$ cat src/hw/rtl/lsra_ram.sv
// ----------------------------------------------------------------------------
// lsra_ram
// generic single write port ram with one registered read port
// ----------------------------------------------------------------------------
module lsra_ram #(
  parameter int WIDTH = 16,
  parameter int DEPTH = 64
) (
  input  logic                     clk,
  input  logic                     we,
  input  logic [$clog2(DEPTH)-1:0] waddr,
  input  logic [WIDTH-1:0]         wdata,
  input  logic [$clog2(DEPTH)-1:0] raddr,
  output logic [WIDTH-1:0]         rdata
);

  logic [WIDTH-1:0] mem [DEPTH];

  always_ff @(posedge clk) begin
    if (we) begin
      mem[waddr] <= wdata;
    end
    rdata <= mem[raddr];
  end

endmodule

$ cat config.mk
export PLATFORM = sky130hd
export DESIGN_NAME = lsra_ram
export DESIGN_NICKNAME = d
export VERILOG_FILES = /design/src/hw/rtl/lsra_ram.sv
export SDC_FILE = /design/constraint.sdc
export NUM_CORES = 1
export LEC_CHECK = 0
export BUFFER_PORTS_ARGS = -buffer_cell sky130_fd_sc_hd__buf_4
export CAP_MARGIN = 20
export CORE_MARGIN = 10
export CORE_UTILIZATION = 30
export CTS_CLUSTER_DIAMETER = 150
export DETAILED_ROUTE_END_ITERATION = 6
export PLACE_DENSITY = 0.53
export SLEW_MARGIN = 20
export SYNTH_ARGS = -nofsm -noshare
export SYNTH_HDL_FRONTEND = slang
export SYNTH_SLANG_ARGS = --single-unit
$ cat constraint.sdc
create_clock -name clk -period 3.05 [get_ports clk]
set_input_delay 0.1525 -clock clk [delete_from_list [all_inputs] [get_ports clk]]
set_output_delay 0.1525 -clock clk [all_outputs]
set_load 0.1 [all_outputs]
# Yosys cells after proc, flatten, opt, wreduce, memory -nomap -nowiden
# Memory sizes are Yosys's and may differ from the RTL's. A register that Yosys moved wholly into a read port is not among the register bits.
# Index checks and enable logic that the tools add are counted.
# word_totals
out_inout_bits	16
word_cells	3
regBits	0
mem_count	1
ramBits	1024
# op_classes
muxes	2
# mem_list
memory	depth	width	rd	rd_clocked_by_memory_dff	wr	line	source
mem	64	16	1	1	1	17	logic [WIDTH-1:0] mem [DEPTH];
# op_table
operator	n
$mux W1	2

# Depth between registers and ports, before layout
# Gate-level depths: netlist of the first run.
# depth
ltp_word	2
ltp_mapped	10
depth_no_buf	5

# Worst setup path before layout of the first run
# No wires, ideal clock.
# synth_timing
path_kind	input to register
startpoint	input waddr[3]
endpoint	memory mem[48][0], enable pin
cell_stages	4
arrival_ns	1.778
path_slack_ns	0.863
n_path_buf	1
required_ns	2.641
cell_sequence	clkbuf_1 -> nor2b_1 -> nand4b_1 -> nor3_1
# synth_lines
item	line	source
start: declaration	11	input logic [$clog2(DEPTH)-1:0] waddr,
end: declaration	17	
# No word-level cell before the write port.

==> results of run 1 <==
[cell families after synthesis]
group	Yosys count
AO/OA/AOI/OAI	129
multiplexers	336
AND/OR/NAND/NOR	220
buffers and inverters	104
flip-flops	1040
[power by group through the flow]
stage | registers [W] | logic (W) | clock network (W)
global placement | 0.0162 | 0.00176 | 0
CTS | 0.0159 | 0.00179 | 0.0130
floorplan | 0.0164 | 0.000819 | 0
detailed placement | 0.0162 | 0.00178 | 0
global route | 0.0159 | 0.00186 | 0.0136
finish | 0.0159 | 0.00175 | 0.0127
[layout make-up]
| cell class | instances | area, sq um |
|---|---|---|
| Clock buffer | 134 | 2800 |
| Tap cell | 1755 | 2200 |
| Timing Repair Buffer | 175 | 1470 |
| Antenna cell | 2 | 5.00 |
| Multi-Input combinational cell | 685 | 8260 |
| Clock inverter | 62 | 588 |
| Fill cell | 12100 | 85600 |
| Sequential cell | 1040 | 31100 |
[worst max-delay path by stage]
stage	slack [ns]	end	from
final	0.63	rdata[15]$_DFF_P_	mem[23][15]$_DFFE_PP_
after global routing	0.61	rdata[15]$_DFF_P_	mem[23][15]$_DFFE_PP_
after CTS	0.58	rdata[15]$_DFF_P_	mem[23][15]$_DFFE_PP_
after detailed placement	0.08	rdata[9]$_DFF_P_	raddr[0]
after global placement	-0.27	rdata[9]$_DFF_P_	raddr[0]
after floorplan	0.86	mem[48][0]$_DFFE_PP_	waddr[3]
[per-stage QoR]
| step | hold WS (ns) | cells | util | worst slack, ns | TNS [ns] |
|---|---|---|---|---|---|
| final | 0.0293 | 3853 | 0.351 | 0.630 | 0 |
| after global routing | 0.0670 | 3851 | 0.351 | 0.605 | 0 |
| after CTS | 0.0141 | 3851 | 0.351 | 0.582 | 0 |
| after detailed placement | 0.676 | 3655 | 0.326 | 0.0783 | 0 |
| after global placement | 0.693 | 3654 | 0.326 | -0.269 | -0.269 |
| after floorplan | 0.251 | 1829 | - | 0.863 | 0 |
[registers in the layout, indices dropped and copies added (netlist names)]
| signal | count |
|---|---|
| mem | 1024 |
| rdata | 16 |
[routing by layer]
| metal | global-route usage | up-vias |
|---|---|---|
| li1 | - | 8046 |
| met1 | 0.190 | 10400 |
| met2 | 0.218 | 578 |
| met3 | 0.0270 | 140 |
| met4 | 0.0325 | 10 |
| met5 | 0 | - |
[layout by cell type (no fill, tap or decap), types with 4 or more instances in the layout]
master / n
dfxtp_1: 16
o21ai_0: 5
clkinv_1: 22
clkinv_2: 23
clkbuf_8: 4
and4_1: 5
nor2_1: 72
a21oi_1: 17
buf_12: 11
edfxtp_1: 1024
nor2b_1: 30
a311oi_1: 8
a221o_1: 6
mux2i_1: 85
nand4_1: 12
mux2_2: 27
mux4_1: 4
nand3_1: 24
a211oi_1: 8
a221oi_1: 15
nand2_1: 59
bufinv_16: 10
a22o_1: 6
a41oi_1: 5
buf_4: 161
a211o_1: 8
clkbuf_1: 24
clkbuf_16: 106
mux4_2: 220
a31oi_1: 8
a22oi_1: 39
[critical path: stages, from the launching register on]
cell and delay [ns]:
edfxtp_1 0.37, mux4_2 0.47, mux2i_1 0.39, a22oi_1 0.25, a31oi_1 0.54, buf_4 0.21
a311oi_1 0.04
==> out/metrics.yaml, run 1 <==
power_and_ir_drop:
  power_switching_w: 0.00662
  p_int_w: 0.0237
  seqPwrFrac: 0.524
  power_density_nw_per_um2: 654
  clock_power_share: 0.419
  p_leak_nw: 14.5
  power.total_w: 0.0303
  switching_share: 0.218
  vdd_drop_max_v: 0.000488
  p_comb_frac: 0.058
die:
  ioPinCount: 46
  die_x_microns: 385
  die_h_microns: 385
  rows: 133
  die_area_sq_um: 148000
  start_util: 0.303
  core_sq_um: 132000
yosys:
  synth_top_family_by_area: "multiplexers"
  synthSimpleGateAreaFrac: 0.0265
  synth_cells: 1829
  syn_nets: 1859
  yosys-top-cells-count: "edfxtp_1, mux4_2, mux2i_1, nor2_1, nand2_1"
  synth_compound_area_frac: 0.0241
  syn_area_sq_um: 40000
  synth_edf_count: 1024
  synth-adder-area-share: 0
  yosys_warnings: 0
  yosys.area.top_type_share: 0.768
  synthTopCellsByArea: "edfxtp_1, mux4_2, mux2i_1"
  synth_xor_area_frac: 0
  synth.most_common_cell: "edfxtp_1"
  synth_cell_types: 43
  ys_seq_area_frac: 0.776
  ys_ff_latch: 1040
  synth_flop_cell: "edfxtp_1"
  syn_area_per_cell_sq_um: 21.9
  yosys.area.top_type: "edfxtp_1"
  synth.mux.area_fraction: 0.155
  synthArstFlopShare: 0
layout:
  fin_area_sq_um: 46400
  drive_above_1_share: 0.278
  fin_nets: 2036
  syn_to_final_growth_pct: 15.8
global_route:
  grt_max_degree: 65
  grt_pass1_wl_mm: 148
  grt_usage: 0.136
  grt_pass1_vias: 19700
  antenna_found_initial: 11
  overflow: 0
sta:
  finalCritPeriodShare: 0.794
  rsz0062_at_grt: "false"
  fin_crit_ns: 2.42
  clock_skew_ns: 0.0256
  max_slew_margin: 0.433
  setup_viol: 0
  max_freq_mhz: 413
  slew_violations: 0
  worst_pin_slew_ns: 0.850
  finalHoldViolations: 0
setup_path:
  critPathCaptureType: "register"
  worstSetupPathType: "reg2reg"
  r2r-end: "rdata[15]$_DFF_P_"
  cp-start-kind: "register"
  cp.arrival_ns: 2.94
  critical_path.max_fanout: 1
  required_ns: 3.57
  timing.rr.start: "mem[23][15]$_DFFE_PP_"
  reg2reg_slack_ns: 0.63
  reg2reg_depth: 6
detailed_routing:
  drtIter0Drc: 2088
  met1_length_mm: 45.0
  routed-wl-met2_mm: 48.6
  vias: 19200
  avgViaCountPerCell: 4.98
  wl_per_cell_microns: 26.5
  dr.pass1.iters: 5
  wl_met3_mm: 6.49
  drc: 0
  drt-total-wl_mm: 102
  highest_layer: "met5"
  ant_nets: 0
hold_path:
  whs_path_depth: 1
  min_from: "wdata[12]"
  hold_class: "in2reg"
  whs_endpoint: "mem[26][12]$_DFFE_PP_"
placed_design:
  port_buffers: 45
  gp_congestion: 0.798
  dp.final_hpwl_mm: 61.7
  post_dp_cell_area_sq_um: 43000
cts:
  cts_sinks: 1040
  clk_latency_ns: 0.68
  post_cts_buffers: 0
  post_cts_resized: 0
  cts_tree: "yes"
  clk_pin_slew_worst_paths_ns: 0.06
  numCtsBuffers: 104
  ctsHoldBuffers: 0
  ctsLongestPathBuffers: 3
  htreeDepth: 3
  cts-root-buf: "clkbuf_16"
outcome:
  status: "finished clean"
run:
  cap_violations: 0
No activity file was read; power rests on OpenSTA's default activity.
==> inputs of run 2 (changes only) <==
--- a/config.mk
+++ b/config.mk
@@ -11,7 +11,7 @@
 export CORE_UTILIZATION = 30
 export CTS_CLUSTER_DIAMETER = 150
 export DETAILED_ROUTE_END_ITERATION = 6
-export PLACE_DENSITY = 0.53
+export PLACE_DENSITY = 0.54
 export SLEW_MARGIN = 20
 export SYNTH_ARGS = -nofsm -noshare
 export SYNTH_HDL_FRONTEND = slang
==> constraint.sdc (replaced) <==
create_clock -name clk -period 2.18 [get_ports clk]
set_input_delay 0.109 -clock clk [delete_from_list [all_inputs] [get_ports clk]]
set_output_delay 0.109 -clock clk [all_outputs]
set_load 0.1 [all_outputs]
==> run 2 against run 1 <==
Effect of this change:
- combinational power increased by 50%
- design area up 2.2%
- sequential share of layout area fell by 1.5 points
- critical path type unchanged
- critical endpoint is now rdata[1]$_DFF_P_
- largest cell class unchanged
- highest routed layer unchanged
==> out/metrics.yaml, run 2 (synthesis gave the netlist of run 1 again) <==
sta:
  setup_viol: 0  # unchanged
  clock_skew_ns: 0.0295  # +0.00393 ns
  setup_slack_ns: 0.0319  # -0.598 ns
  max_slew_margin: 0.394  # -0.0395
  rsz0062_at_grt: "false"
  finalCritPeriodShare: 0.985  # +0.192
  finalHoldViolations: 0  # unchanged
  fin_crit_ns: 2.15  # -0.272 ns
  max_freq_mhz: 466  # +13%
  slew_violations: 0  # unchanged
  worst_pin_slew_ns: 0.908  # +0.0583 ns
global_route:
  grt_pass1_vias: 20300  # +3.0%
  grt_pass1_wl_mm: 148  # +0.43%
  antenna_found_initial: 9  # -2
  grt_usage: 0.137  # +0.000722
  grt_max_degree: 65  # unchanged
  overflow: 0  # unchanged
cts:
  cts-root-buf: "clkbuf_16"
  ctsLongestPathBuffers: 3  # unchanged
  cts_sinks: 1040  # unchanged
  clk_latency_ns: 0.69  # about the same
  clk_pin_slew_worst_paths_ns: 0.07  # about the same
  post_cts_buffers: 0  # unchanged
  numCtsBuffers: 104  # unchanged
  htreeDepth: 3  # unchanged
  cts_tree: "yes"
layout:
  final_cell_mix: "edfxtp_1, buf_4, mux4_2"
  syn_to_final_growth_pct: 18.4
  top_register: "mem"
  fin_nets: 2125  # +4.4%
  reg_top3: "mem x1024, rdata x16"
  largest_register_ffs: 1024  # unchanged
  final_common_cell: "edfxtp_1"
  fin_area_sq_um: 47400  # +2.2%
  drive_above_1_share: 0.311  # +0.0334
power_and_ir_drop:
  power.total_w: 0.0431  # +42%
  power_density_nw_per_um2: 909  # +39%
  vdd_drop_max_v: 0.000647  # +33%
  p_leak_nw: 15.1  # +3.5%
detailed_routing:
  avgViaCountPerCell: 5.03  # +1.1%
  vias: 19800  # +3.5%
  wl_per_cell_microns: 26.1  # -1.5%
  wl_met3_mm: 7.00  # +7.8%
  drtIter0Drc: 2034  # -2.6%
  routed-wl-met2_mm: 48.9  # +0.46%
  highest_layer: "met5"
  met1_length_mm: 45.3  # +0.63%
  drc: 0  # unchanged
  drt-total-wl_mm: 103  # +0.84%
  dr.pass1.iters: 5  # unchanged
  ant_nets: 0  # unchanged
placed_design:
  dp_slack_ns: -0.371  # -0.449 ns
  dp.final_hpwl_mm: 63.6  # +3.1%
  port_buffers: 45  # unchanged
  gp_congestion: 0.799  # about the same
  post_dp_cell_area_sq_um: 43900  # +2.0%
setup_path:
  cp-start-kind: "register"
  critPathCaptureType: "register"
  reg2reg_slack_ns: 0.03  # -0.60 ns
  critical_path.max_fanout: 1  # unchanged
  cp.arrival_ns: 2.69  # -0.25 ns
  required_ns: 2.72  # -0.85 ns
  worstSetupPathType: "reg2reg"
die:
  die_x_microns: 385  # unchanged
  start_util: 0.303  # unchanged
  die_h_microns: 385  # unchanged
  core_sq_um: 132000  # unchanged
  die_area_sq_um: 148000  # unchanged
  ioPinCount: 46  # unchanged
  rows: 133  # unchanged
hold_path:
  hold_class: "in2reg"
run:
  cap_violations: 0  # unchanged
outcome:
  status: "finished clean"
==> run 2: changes by cell type in the layout (fill, tap and decap cells not counted), sizes merged <==
| cell | previous run | this run |
|---|---|---|
| clkbuf | 134 | 124 |
| buf | 175 | 261 |
| clkinvlp | 1 | 10 |
| inv | 5 | 4 |
| bufinv | 10 | 14 |
| dlygate4sd3 | 0 | 2 |
| diode | 2 | 3 |
==> run 2: area by class of cell <==
class                      instances  area [sq um]
clock buffer                     123          2730
tap                             1755          2200
fill                           12100         84600
multi-input combinational        685          8270
antenna                            3          7.51
sequential                      1040         31100
clock inverter                    74           772
timing repair buffer             264          2370
==> run 2: per-layer routing <==
layer  vias up  track usage
li1       8243            -
met1     10700        0.194
met2       736        0.216
met5         -            0
met3       128       0.0264
met4         6       0.0318
==> run 2: per-stage QoR <==
step | hold slack (ns) | instances | utilization | setup TNS (ns)
6_report | 0.0210 | 3944 | 0.359 | 0
5_1_grt | 0.0267 | 3941 | 0.359 | 0
4_1_cts | 0.00346 | 3941 | 0.359 | 0
3_5_place_dp | 0.633 | 3742 | 0.332 | -1.99
3_3_place_gp | 0.645 | 3742 | 0.332 | -2.45
2_1_floorplan | 0.208 | 1829 | - | 0
==> run 2: final timing paths <==
kind | startpoint | to | cells after the start
setup / recovery | mem[20][1]$_DFFE_PP_ | rdata[1]$_DFF_P_ | 7
hold / removal | wdata[2] | mem[2][2]$_DFFE_PP_ | 1
hold reg to reg | mem[62][5]$_DFFE_PP_ | rdata[5]$_DFF_P_ | 5
setup reg to reg | mem[20][1]$_DFFE_PP_ | rdata[1]$_DFF_P_ | 7
==> run 2: repair_timing <==
item	CTS	global route
cloned	0	0
hold endpoints to repair	3	0
resized for setup	2	1
endpoints found under the setup margin	2	1
hold buffers	2	0
==> run 2: worst max-delay path, stage by stage (launching register included) <==
cell and delay (ns):
edfxtp_1 0.37, mux4_2 0.48, mux2i_1 0.15, buf_4 0.17, a22oi_1 0.17, a31oi_2 0.44, buf_4 0.19, a311oi_1 0.05
==> run 2: power breakdown <==
group	internal (W)	leakage, nW	total [W]	switching (W)
Clock	0.0106	1.69	0.0182	0.00762
Sequential	0.0221	9.35	0.0222	0.0000989
Combinational	0.000932	4.02	0.00262	0.00169
